==> config.mk <==
export PLATFORM = sky130hd
export DESIGN_NAME = rv32i_subset_instruction_decoder
export DESIGN_NICKNAME = d
export VERILOG_FILES = /design/src/hdl/rvd_pkg.sv /design/src/hdl/rvd_decode.sv /design/src/hdl/rv32i_subset_instruction_decoder.sv
export SDC_FILE = /design/constraint.sdc
export NUM_CORES = 1
export LEC_CHECK = 0
export ABC_AREA = 1
export BUFFER_PORTS_ARGS = -buffer_cell sky130_fd_sc_hd__buf_2
export CORE_AREA = 2 2 99 139
export DETAILED_ROUTE_END_ITERATION = 10
export DIE_AREA = 0 0 101 141
export HOLD_SLACK_MARGIN = 0.1
export PLACE_DENSITY = 0.85
export SLEW_MARGIN = 20
export SYNTH_ARGS = -nofsm -noshare
export SYNTH_HDL_FRONTEND = slang
export SYNTH_SLANG_ARGS = --single-unit
==> constraint.sdc <==
create_clock -name clk -period 10.8 [get_ports clk]
set_input_delay 0 -clock clk [delete_from_list [all_inputs] [get_ports clk]]
set_output_delay 0 -clock clk [all_outputs]
set_load 0.01 [all_outputs]
==> src/hdl/rvd_pkg.sv <==
// Shared types and constants for the RV32I subset instruction decoder.
// Holds the transaction structs, opcode and funct constants and mnemonic codes.
// No dependencies; used by rvd_decode and rv32i_subset_instruction_decoder.
package rvd_pkg;

	// Mnemonic codes carried on the result transaction.
	typedef enum logic [4:0] {
		MN_ADD     = 5'd0,
		MN_SUB     = 5'd1,
		MN_SLL     = 5'd2,
		MN_SLT     = 5'd3,
		MN_SLTU    = 5'd4,
		MN_XOR     = 5'd5,
		MN_SRL     = 5'd6,
		MN_SRA     = 5'd7,
		MN_OR      = 5'd8,
		MN_AND     = 5'd9,
		MN_ADDI    = 5'd10,
		MN_LB      = 5'd11,
		MN_LH      = 5'd12,
		MN_LW      = 5'd13,
		MN_LBU     = 5'd14,
		MN_LHU     = 5'd15,
		MN_SB      = 5'd16,
		MN_SH      = 5'd17,
		MN_SW      = 5'd18,
		MN_AUIPC   = 5'd19,
		MN_LUI     = 5'd20,
		MN_JAL     = 5'd21,
		MN_BEQ     = 5'd22,
		MN_BNE     = 5'd23,
		MN_BLT     = 5'd24,
		MN_BGE     = 5'd25,
		MN_BLTU    = 5'd26,
		MN_BGEU    = 5'd27,
		MN_UNKNOWN = 5'd28
	} mnem_t;

	// Major opcodes, instruction bits 6 to 0.
	localparam logic [6:0] OPC_OP     = 7'h33;
	localparam logic [6:0] OPC_OPIMM  = 7'h13;
	localparam logic [6:0] OPC_LOAD   = 7'h03;
	localparam logic [6:0] OPC_STORE  = 7'h23;
	localparam logic [6:0] OPC_AUIPC  = 7'h17;
	localparam logic [6:0] OPC_LUI    = 7'h37;
	localparam logic [6:0] OPC_JAL    = 7'h6F;
	localparam logic [6:0] OPC_BRANCH = 7'h63;

	// The funct7 bit that selects sub and sra.
	localparam int unsigned FN7_ALT_BIT = 5;

	// Register-register funct3 codes.
	localparam logic [2:0] F3_ADD_SUB = 3'd0;
	localparam logic [2:0] F3_SLL     = 3'd1;
	localparam logic [2:0] F3_SLT     = 3'd2;
	localparam logic [2:0] F3_SLTU    = 3'd3;
	localparam logic [2:0] F3_XOR     = 3'd4;
	localparam logic [2:0] F3_SRL_SRA = 3'd5;
	localparam logic [2:0] F3_OR      = 3'd6;
	localparam logic [2:0] F3_AND     = 3'd7;
	localparam logic [2:0] F3_ADDI    = 3'd0;

	// Load, store and branch funct3 codes.
	localparam logic [2:0] F3_LB   = 3'd0;
	localparam logic [2:0] F3_LH   = 3'd1;
	localparam logic [2:0] F3_LW   = 3'd2;
	localparam logic [2:0] F3_LBU  = 3'd4;
	localparam logic [2:0] F3_LHU  = 3'd5;
	localparam logic [2:0] F3_SB   = 3'd0;
	localparam logic [2:0] F3_SH   = 3'd1;
	localparam logic [2:0] F3_SW   = 3'd2;
	localparam logic [2:0] F3_BEQ  = 3'd0;
	localparam logic [2:0] F3_BNE  = 3'd1;
	localparam logic [2:0] F3_BLT  = 3'd4;
	localparam logic [2:0] F3_BGE  = 3'd5;
	localparam logic [2:0] F3_BLTU = 3'd6;
	localparam logic [2:0] F3_BGEU = 3'd7;

	// Mnemonic by funct3 for the load, store and branch groups.
	localparam mnem_t LOAD_CODE [8] = '{
		MN_LB, MN_LH, MN_LW, MN_UNKNOWN, MN_LBU, MN_LHU, MN_UNKNOWN, MN_UNKNOWN
	};
	localparam mnem_t STORE_CODE [8] = '{
		MN_SB, MN_SH, MN_SW, MN_UNKNOWN, MN_UNKNOWN, MN_UNKNOWN, MN_UNKNOWN,
		MN_UNKNOWN
	};
	localparam mnem_t BRANCH_CODE [8] = '{
		MN_BEQ, MN_BNE, MN_UNKNOWN, MN_UNKNOWN, MN_BLT, MN_BGE, MN_BLTU, MN_BGEU
	};

	// Input transaction: instruction word and its address.
	typedef struct packed {
		logic [31:0] pc;
		logic [31:0] instr;
	} in_t;

	// Result transaction: decoded fields.
	typedef struct packed {
		mnem_t              mnemonic;
		logic [4:0]         dest_reg;
		logic [4:0]         src1_reg;
		logic [4:0]         src2_reg;
		logic signed [31:0] immediate;
		logic [31:0]        target;
	} out_t;

endpackage

==> src/hdl/rvd_decode.sv <==
// Combinational decode of one instruction word into mnemonic, fields,
// immediate and branch or jump target.
// Depends on rvd_pkg for the transaction types, opcodes and code tables.
module rvd_decode (
	input  rvd_pkg::in_t  item,
	output rvd_pkg::out_t result
);

	logic [31:0] w;
	logic [6:0]  opc;
	logic [2:0]  fn3;
	logic        alt;
	logic [4:0]  rd;
	logic [4:0]  rs1;
	logic [4:0]  rs2;
	logic [31:0] imm_i;
	logic [31:0] imm_s;
	logic [31:0] imm_b;
	logic [31:0] imm_j;
	logic [31:0] imm_u;
	logic [31:0] offset;
	logic [31:0] sum;
	rvd_pkg::mnem_t r_code;

	// Field extraction and the immediate formats.
	assign w     = item.instr;
	assign opc   = w[6:0];
	assign fn3   = w[14:12];
	assign alt   = w[25 + rvd_pkg::FN7_ALT_BIT];
	assign rd    = w[11:7];
	assign rs1   = w[19:15];
	assign rs2   = w[24:20];
	assign imm_i = {{20{w[31]}}, w[31:20]};
	assign imm_s = {{20{w[31]}}, w[31:25], w[11:7]};
	assign imm_b = {{20{w[31]}}, w[7], w[30:25], w[11:8], 1'b0};
	assign imm_j = {{12{w[31]}}, w[19:12], w[20], w[30:21], 1'b0};
	assign imm_u = {12'd0, w[31:12]};

	// The target adder is shared by jal and the branches.
	assign offset = (opc == rvd_pkg::OPC_JAL) ? imm_j : imm_b;
	assign sum    = item.pc + offset;

	// Register-register operation by funct3 and the alternate funct7 bit.
	always_comb begin
		case (fn3)
			rvd_pkg::F3_ADD_SUB: r_code = alt ? rvd_pkg::MN_SUB : rvd_pkg::MN_ADD;
			rvd_pkg::F3_SLL:     r_code = rvd_pkg::MN_SLL;
			rvd_pkg::F3_SLT:     r_code = rvd_pkg::MN_SLT;
			rvd_pkg::F3_SLTU:    r_code = rvd_pkg::MN_SLTU;
			rvd_pkg::F3_XOR:     r_code = rvd_pkg::MN_XOR;
			rvd_pkg::F3_SRL_SRA: r_code = alt ? rvd_pkg::MN_SRA : rvd_pkg::MN_SRL;
			rvd_pkg::F3_OR:      r_code = rvd_pkg::MN_OR;
			rvd_pkg::F3_AND:     r_code = rvd_pkg::MN_AND;
			default:             r_code = rvd_pkg::MN_AND;
		endcase
	end

	// Per-opcode selection; anything not recognized gives MN_UNKNOWN and leaves all other fields zero.
	always_comb begin
		result.mnemonic  = rvd_pkg::MN_UNKNOWN;
		result.dest_reg  = 5'd0;
		result.src1_reg  = 5'd0;
		result.src2_reg  = 5'd0;
		result.immediate = 32'sd0;
		result.target    = 32'd0;
		case (opc)
			rvd_pkg::OPC_OP: begin
				result.mnemonic = r_code;
				result.dest_reg = rd;
				result.src1_reg = rs1;
				result.src2_reg = rs2;
			end
			rvd_pkg::OPC_OPIMM: begin
				if (fn3 == rvd_pkg::F3_ADDI) begin
					result.mnemonic  = rvd_pkg::MN_ADDI;
					result.dest_reg  = rd;
					result.src1_reg  = rs1;
					result.immediate = imm_i;
				end
			end
			rvd_pkg::OPC_LOAD: begin
				if (rvd_pkg::LOAD_CODE[fn3] != rvd_pkg::MN_UNKNOWN) begin
					result.mnemonic  = rvd_pkg::LOAD_CODE[fn3];
					result.dest_reg  = rd;
					result.src1_reg  = rs1;
					result.immediate = imm_i;
				end
			end
			rvd_pkg::OPC_STORE: begin
				if (rvd_pkg::STORE_CODE[fn3] != rvd_pkg::MN_UNKNOWN) begin
					result.mnemonic  = rvd_pkg::STORE_CODE[fn3];
					result.src1_reg  = rs1;
					result.src2_reg  = rs2;
					result.immediate = imm_s;
				end
			end
			rvd_pkg::OPC_AUIPC: begin
				result.mnemonic  = rvd_pkg::MN_AUIPC;
				result.dest_reg  = rd;
				result.immediate = imm_u;
			end
			rvd_pkg::OPC_LUI: begin
				result.mnemonic  = rvd_pkg::MN_LUI;
				result.dest_reg  = rd;
				result.immediate = imm_u;
			end
			rvd_pkg::OPC_JAL: begin
				result.mnemonic  = rvd_pkg::MN_JAL;
				result.dest_reg  = rd;
				result.immediate = imm_j;
				result.target    = sum;
			end
			rvd_pkg::OPC_BRANCH: begin
				if (rvd_pkg::BRANCH_CODE[fn3] != rvd_pkg::MN_UNKNOWN) begin
					result.mnemonic  = rvd_pkg::BRANCH_CODE[fn3];
					result.src1_reg  = rs1;
					result.src2_reg  = rs2;
					result.immediate = imm_b;
					result.target    = sum;
				end
			end
			default: begin
			end
		endcase
	end

endmodule

==> src/hdl/rv32i_subset_instruction_decoder.sv <==
// Top level of the RV32I subset instruction decoder: input register, decode
// logic and result register with valid/stall flow control.
// Depends on rvd_pkg and rvd_decode.

// Decodes one instruction transaction per clock cycle while dec_stall is low. A
// transaction taken on inst is held in an input register, decoded by a single pass
// of logic and shown on dec from the result register. Each register advances
// whenever it is empty or the stage after it is moving, so the decoder sustains
// one transaction per cycle while dec_stall is low; the 32-bit target adder for
// jal and branches is the longest path between them.
// inst_stall rises only when both registers are full and dec_stall is high.
module rv32i_subset_instruction_decoder (
	input  logic          clk,
	input  logic          arst_n,
	input  logic          inst_valid,
	output logic          inst_stall,
	input  rvd_pkg::in_t  inst,
	output logic          dec_valid,
	input  logic          dec_stall,
	output rvd_pkg::out_t dec
);

	logic          valid_s1;
	rvd_pkg::in_t  item_s1;
	logic          valid_s2;
	rvd_pkg::out_t result_s2;
	rvd_pkg::out_t decoded;
	logic          adv_s1;
	logic          adv_s2;

	// Each stage moves when it is empty or the stage after it moves.
	assign adv_s2     = !valid_s2 || !dec_stall;
	assign adv_s1     = !valid_s1 || adv_s2;
	assign inst_stall = !adv_s1;

	// Input register.
	always_ff @(posedge clk or negedge arst_n) begin
		if (!arst_n) begin
			valid_s1 <= 1'b0;
		end else if (adv_s1) begin
			valid_s1 <= inst_valid;
		end
	end

	always_ff @(posedge clk) begin
		if (adv_s1 && inst_valid) begin
			item_s1 <= inst;
		end
	end

	// Decode logic.
	rvd_decode u_decode (
		.item   (item_s1),
		.result (decoded)
	);

	// Result register.
	always_ff @(posedge clk or negedge arst_n) begin
		if (!arst_n) begin
			valid_s2 <= 1'b0;
		end else if (adv_s2) begin
			valid_s2 <= valid_s1;
		end
	end

	always_ff @(posedge clk) begin
		if (adv_s2 && valid_s1) begin
			result_s2 <= decoded;
		end
	end

	assign dec_valid = valid_s2;
	assign dec       = result_s2;

endmodule
# Yosys cells after proc, flatten, opt, wreduce, memory -nomap -nowiden
# Memories as Yosys holds them, arrays and structs flattened.
# Index checks and enable logic that the tools add are counted.
# W data, S select, Z words.
[op_classes]
n_reduce_logical = 11
n_bitwise = 1
eq_ne = 18
n_lt_le_gt_ge = 1
mux = 24
n_addsub = 1
[op_table]
columns = ["cell", "count"]
rows = [
  ["$pmux W32 S6", 1],
  ["$pmux W5 S8", 2],
  ["$mux W74", 1],
  ["$mux W32", 2],
  ["$pmux W32 S2", 1],
  ["$mux W42", 1],
  ["$mux W5", 8],
  ["$add A32 B32 Y32", 1],
  ["$mux W15", 2],
  ["$pmux W5 S3", 2],
  ["$pmux W5 S5", 1],
  ["$eq A7 B6 Y1 const B", 3],
  ["$mux W20", 1],
  ["$ne A5 B5 Y1 const B", 3],
  ["$eq A7 B5 Y1 const B", 2],
  ["$eq A7 B7 Y1 const B", 2],
  ["$eq A3 B3 Y1 const B", 4],
  ["$eq A7 B2 Y1 const B", 1],
  ["$eq A3 B2 Y1 const B", 2],
  ["$ge A4 B4 Y1 const B", 1],
  ["$logic_not A1 Y1", 4],
  ["$not A3 Y4", 1],
  ["$reduce_or A4 Y1", 1],
  ["$eq A3 B1 Y1 const B", 1],
  ["other kinds (5)", 8],
]
[word_totals]
output_inout_bits = 86
memories = 3
mem_bits_ro = 120
register_bits = 150
in_bits = 68
[memory_table]
columns = ["memory", "words", "word_bits", "read_ports", "rd_ports_with_merged_regs", "write_ports", "line", "source"]
rows = [
  ["(no name shown)", 8, 5, 1, 0, 0, "rvd_decode.sv:90", "if (rvd_pkg::STORE_CODE[fn3] != rvd_pkg::MN_UNKNOWN) begin"],
  ["(no name shown)", 8, 5, 1, 0, 0, "rvd_decode.sv:114", "if (rvd_pkg::BRANCH_CODE[fn3] != rvd_pkg::MN_UNKNOWN) begin"],
  ["(no name shown)", 8, 5, 1, 0, 0, "rvd_decode.sv:82", "if (rvd_pkg::LOAD_CODE[fn3] != rvd_pkg::MN_UNKNOWN) begin"],
]

# Depth between registers and ports, before layout
# Gate-level depths: netlist (run 1).
[logic_depth]
ltp_word = 7
ltp_mapped = 20

# Modules after synthesis
# A second synthesis (run 1) with hierarchy kept.
[unflattened]
cells_unflattened = 937
hier_area_um2 = 8409.3
[by_module_without_submodules]
columns = ["mod", "area_each_um2", "instances", "seq_area_each_um2", "cells_each"]
rows = [
  ["rv32i_subset_instruction_decoder", 4539.4, 1, 4494.3, 160],
  ["rvd_decode", 3870.0, 1, 0.0, 777],
]

# Worst setup path after synthesis (run 1)
# OpenSTA, ideal clock, no wires.
[synth_timing]
path_kind = "register -> register"
startpoint = "register valid_s2, in the netlist dec_valid"
endpoint = "register result_s2, in the netlist dec[0], enable pin"
path_stages_with_launch = 2
arrival_ns = 3.997
path_slack_ns = 6.275
synth_period_minus_slack_ns = 4.525
path_buffers = 0
path_cell_list = "dfrtp_1 > a21oi_1"
[synth_between]
elab_chain_len = 3
[synth_rtl]
columns = ["element", "line", "source"]
rows = [
  ["from (decl)", "rv32i_subset_instruction_decoder.sv:25", "logic valid_s2;"],
  ["from (signal assigned)", "rv32i_subset_instruction_decoder.sv:62", "valid_s2 <= valid_s1;"],
  ["$logic_not A1 Y1", "rv32i_subset_instruction_decoder.sv:32", "assign adv_s2 = !valid_s2 || !dec_stall;"],
  ["$logic_or A1 B1 Y1", "rv32i_subset_instruction_decoder.sv:32", ""],
  ["$logic_and A1 B1 Y1", "rv32i_subset_instruction_decoder.sv:67", "if (adv_s2 && valid_s1) begin"],
  ["to (signal assigned)", "rv32i_subset_instruction_decoder.sv:68", "result_s2 <= decoded;"],
  ["to (decl)", "rv32i_subset_instruction_decoder.sv:26", "rvd_pkg::out_t result_s2;"],
]
# No other way between the ends.
# A chain may end at the register's enable or synchronous reset.

==> flow_summary.ini, run 1 <==
[synth]
avgSynthCellArea_um2 = 8.804
async_flop_share_pct = 1.439
synth_edf_count = 137
yosysSeqAreaShare_pct = 54.24
synth_top_cell_area_share_pct = 53.59
synth_largest_area_cell = edfxtp_1
synth-seq-cells = 139
synthCells = 872
synthFlopType = edfxtp_1
yosys_warnings = 0
ys_top_cells_by_area = edfxtp_1 (54%), nand2_1 (12%), inv_1 (6.5%)
syn_area_um2 = 7677
ys_types = 36
synth_nets = 979

[layout]
finalNonFillerCells = 1266
area_growth_pct = 28.13
nNetsFinal = 1204
diodes = 0
final_common_cell = nand2_1
final.fill_count = 922
final_cell_area_um2 = 9837
post-route-util_pct = 74.88
final_cell_mix = nand2_1 (253), buf_2 (153), edfxtp_1 (137)
drive_gt1_share_pct = 18.29

[critical_path]
setup.worst_path.class = reg2reg
worstSetupStartpointType = register
cp.required_ns = 10.97
endpoint_kind = register
crit_arrival_ns = 3.94
path_max_fanout = 30

[route]
viasPerCell = 5.463
drt_wl_total_mm = 20.78
drtPass1Iterations = 6
detail_route.wl_per_cell_um = 16.41
via_count = 6916
final_antenna_net_count = 0
first_iter_violations = 736
drc = 0

[timing]
worst_hold_slack_ns = 0.2686
finalSetupTns_ns = 0
skew_ns = 0.01214
setup_viol = 0
rsz0062_at_grt = no
relSlewSlack_pct = 32.49
setup_ws_ns = 7.035
finalHoldViolations = 0
worst_pin_slew_ns = 1.013
slew_viol_final = 0
period_needed_ns = 3.765
fmaxAchievable_mhz = 265.6
finalCritPeriodShare_pct = 34.87

[pwr]
power_mw = 1.537
p_per_area_nw_per_um2 = 156.3
peakVddDrop_mv = 0.1226
cellLeakagePower_nw = 4.715

[cts]
cts_resized = 0
post-cts-setup-buffer-count = 0
cts-buffers-inserted = 17
ctsRootBufferMaster = clkbuf_16
cts_tree = done
cts_buffer_depth = 2
cts.htree.levels = 4
clock_latency_ns = 0.43
cts.sinks = 139
path_clk_slew_ns = 0.07

[global_route]
first_global_vias = 6707
track_usage_pct = 29.77
grt_max_degree = 74
antenna_found_initial = 0
grt_overflow = 0
grt_pass1_wl_mm = 32.42

[die]
fp.dieW_um = 101
io_pins = 154
core_area_um2 = 13140
die_area_um2 = 14240
start_util_pct = 58.44
die_y_um = 141
rows = 50

[placement]
dp_cells = 1164
dpl.hpwl_mm = 13.62
placed_cell_area_um2 = 8541
dp_slack_ns = 7.101
gp_congestion = 0.9357
io_buffer_count = 153

[min_path]
min_path_type = in2reg

[job]
drv_cap = 0

[outcome]
status = finished, final reports clean
==> sequential cells by signal, indices dropped and copies added (netlist names) <==
signal and flops:
item_s1 64, dec_valid 1, valid_s1 1, dec 73
==> repair_timing <==
action                     4_1_cts  5_1_grt
hold buffers                    70        0
hold endpoints to repair        68        0
setup endpoints to repair        0        0
==> kinds of logic (layout without fill, tap and decap cells) <==
| logic type | after synthesis | count (layout) | share of synthesized area [%] |
|---|---|---|---|
| xor+xnor | 7 | 7 | 0.7986 |
| flops | 139 | 139 | 54.24 |
| compound gates | 104 | 104 | 7.595 |
| buf+inv | 156 | 394 | 8.311 |
| simple gates | 427 | 427 | 22.60 |
| fa+ha+maj | 39 | 39 | 6.454 |
==> metal layers <==
layer / vias to the layer above / part of all wire (%) / GRT usage [%]
li1: 3318 / - / -
met1: 3103 / 36 / 33.01
met2: 415 / 52 / 54.81
met3: 80 / 7.7 / 4.908
met4: 0 / 4.5 / 13.51
met5: - / 0 / 0
==> report_power, final <==
| group | switching (mW) | leakage (nW) | total [mW] | internal [mW] |
|---|---|---|---|---|
| Combinational | 0.177 | 3.07 | 0.279 | 0.102 |
| Clock | 0.257 | 0.295 | 0.588 | 0.331 |
| Sequential | 0.0233 | 1.35 | 0.671 | 0.648 |
| Total | 0.457 | 4.72 | 1.54 | 1.08 |
==> worst max-delay path: stages, from the launching register on <==
cell and delay, ns:
edfxtp_1 0.41, inv_1 0.07, nor3_1 0.27, nand2_1 0.62
o21ai_1 0.41, ha_1 0.29, inv_1 0.09, fa_1 0.39
inv_1 0.13, nand3_1 0.08, nand3_1 0.17, nand3_1 0.09
nand2_1 0.15, nand2_1 0.10, a21oi_1 0.18, nor2_1 0.07
==> cells in the mapped netlist, types with 3 or more instances <==
cell type	n
nand2_2	3
inv_2	3
nor2_1	110
buf_2	3
inv_1	133
nor2_2	4
o22ai_1	11
o21ai_1	9
nand4_1	7
buf_4	13
nor3_1	6
nand2_1	253
ha_1	38
a21oi_1	46
o211ai_1	7
xnor2_1	6
o21ai_0	20
edfxtp_1	137
clkbuf_1	3
nand3_1	37
==> final cells by class <==
cell class / count / area [um^2] / share of cell area [%]
clock buffers: 17 / 425.4 / 4.325
clock inverters: 15 / 170.2 / 1.730
inverters: 137 / 514.2 / 5.228
multi-input cells: 577 / 2887 / 29.34
flip-flops and latches: 139 / 4164 / 42.33
well taps: 156 / 195.2 / 1.984
repair buffers: 225 / 1481 / 15.06
==> worst paths after layout <==
| kind | from | endpoint | slack [ns] | depth (start not counted) |
|---|---|---|---|---|
| max in group asynchronous | arst_n | dec_valid | 10.25 | 3 |
| hold reg to reg | valid_s1 | dec_valid | 0.50 | 2 |
| hold / removal | inst[60] | item_s1[60] | 0.27 | 2 |
| setup / recovery | item_s1[3] | dec[29] | 7.03 | 15 |
| setup reg to reg | item_s1[3] | dec[29] | 7.03 | 15 |
| min in group asynchronous | arst_n | valid_s1 | 0.43 | 3 |
(Power assumes the default switching activity.)
==> run 2, diff against run 1 <==
CORE_AREA = 2 2 108 152   (was 2 2 99 139)
DIE_AREA = 0 0 110 154   (was 0 0 101 141)
PLACE_DENSITY = 0.76   (was 0.85)
clock period = 3.23 ns   (was 10.8 ns; I/O delays follow)
==> run 2 against run 1 <==
First-iteration DRC count decreased by 40%. Sequential power increased to 3.3 times the previous value. Final area increased by 1.4%. Clock-buffer cell count unchanged. Die area increased by 19%. Highest routed layer unchanged.
==> flow_summary.ini, run 2 (synthesis gave the netlist of run 1 again) <==
[critical_path]
reg2reg_from = item_s1[6]
setup.worst_path.class = reg2reg
cp.required_ns = 3.48
reg2reg_to = dec[17]
crit_arrival_ns = 3.23
path_max_fanout = 17
worstSetupStartpointType = register
reg2reg_slack_ns = 0.25
rr_worst_depth = 16
endpoint_kind = register

[timing]
rsz0062_at_grt = no
worst_pin_slew_ns = 0.9867
finalHoldViolations = 0
skew_ns = 0.008980
finalCritPeriodShare_pct = 92.33
fmaxAchievable_mhz = 335.3
finalSetupTns_ns = 0
setup_viol = 0
period_needed_ns = 2.982
slew_viol_final = 0
relSlewSlack_pct = 34.22

[die]
core_area_um2 = 15470
io_pins = 154
start_util_pct = 49.62
fp.dieW_um = 110
die_area_um2 = 16940
rows = 54
die_y_um = 154

[layout]
multi_input_area_um2 = 2904
drive_gt1_share_pct = 19.21
final_cell_mix = nand2_1 (252), buf_2 (153), edfxtp_1 (137)
regArea_um2 = 4164
final_common_cell = nand2_1
post-route-util_pct = 64.44
diodes = 0
nNetsFinal = 1213
final.fill_count = 1298
largest_reg_flops = 73
area_growth_pct = 29.87

[cts]
clock_latency_ns = 0.43
cts-buffers-inserted = 17
path_clk_slew_ns = 0.06
cts_tree = done
cts.sinks = 139
cts_buffer_depth = 2
cts.htree.levels = 4
ctsRootBufferMaster = clkbuf_16

[route]
drc = 0
via_count = 6710
first_iter_violations = 441
wl_met2_mm = 10.68
final_antenna_net_count = 0
highest-signal-layer = met4
wl_met3_mm = 1.269
detail_route.wl_per_cell_um = 15.72
wl_met1_mm = 8.044
viasPerCell = 5.103
drtPass1Iterations = 5
drt_wl_total_mm = 20.67

[pwr]
peakVddDrop_mv = 0.4230
cellLeakagePower_nw = 4.756
p_per_area_nw_per_um2 = 514.7

[job]
drv_cap = 0

[min_path]
hold_depth = 2
min_path_type = in2reg
hold_path_end = item_s1[60]
hp-start = inst[60]

[global_route]
grt_pass1_wl_mm = 31.89
first_global_vias = 6454
grt_overflow = 0
grt_max_degree = 74
track_usage_pct = 25.22
antenna_found_initial = 0

[outcome]
status = finished, final reports clean

[placement]
gp_congestion = 0.9053
dpl.hpwl_mm = 14.75
io_buffer_count = 153
[run 2: power breakdown]
part,switching (mW),leakage (nW),internal [mW]
clock network,0.799,0.286,1.15
logic,0.596,3.12,0.351
registers,0.0710,1.35,2.17
total,1.47,4.76,3.67
[run 2: repair_timing]
item / in CTS / in global routing
gates resized for setup: 0 / 6
hold endpoints to repair: 68 / 0
setup endpoints to repair: 0 / 14
hold buffers: 70 / 0
buffers inserted: 0 / 2
[run 2: final cells by class]
cell class	instances	share of cell area, %
Inverter	137	5.157
Clock inverter	15	1.656
Timing Repair Buffer	234	15.57
Clock buffer	17	4.267
Tap cell	196	2.460
Sequential cell	139	41.76
Multi-Input combinational cell	577	29.13
[run 2: metal layers]
layer	track usage, %	vias up
li1	-	3327
met1	29.68	3040
met2	44.26	294
met3	4.960	49
met5	0	-
met4	10.01	0
[run 2: how the worst max path moves through the flow]
| stage | cells after the start | slack, ns | from | end |
|---|---|---|---|---|
| floorplan | 17 | 0.33 | item_s1[3] | dec[29] |
| detailed placement | 14 | 0.08 | item_s1[3] | dec[17] |
| CTS | 14 | 0.07 | item_s1[3] | dec[17] |
| finish | 16 | 0.25 | item_s1[6] | dec[17] |
| global placement | 16 | 0.16 | item_s1[5] | dec[17] |
| global route | 17 | 0.02 | item_s1[3] | dec[23] |
[run 2: through the flow]
stage	total power [mW]	worst slack [ns]	instances	cell area, um^2	hold WS [ns]
final	5.132	0.2479	1315	9971	0.2665
after global routing	5.349	0.01682	1315	9971	0.2761
after CTS	5.147	0.07103	1313	9935	0.2500
after detailed placement	3.134	0.08313	1211	8643	-0.2089
after global placement	3.123	0.1623	1211	8643	-0.2118
after floorplan	2.831	0.3295	872	7681	-0.2956
[run 2: worst max-delay path, cell delays in order, from the launching register on]
cell and delay [ns]:
edfxtp_1 0.41, inv_1 0.14, nor3_4 0.06, nand2_1 0.16, buf_6 0.19, nand2_1 0.06
o21ai_1 0.09, ha_2 0.23, inv_1 0.07, fa_1 0.38, inv_1 0.13, nand3_1 0.10
nand3_2 0.12, a21oi_1 0.12, o21bai_1 0.24, nor2_1 0.07, nor2_1 0.22
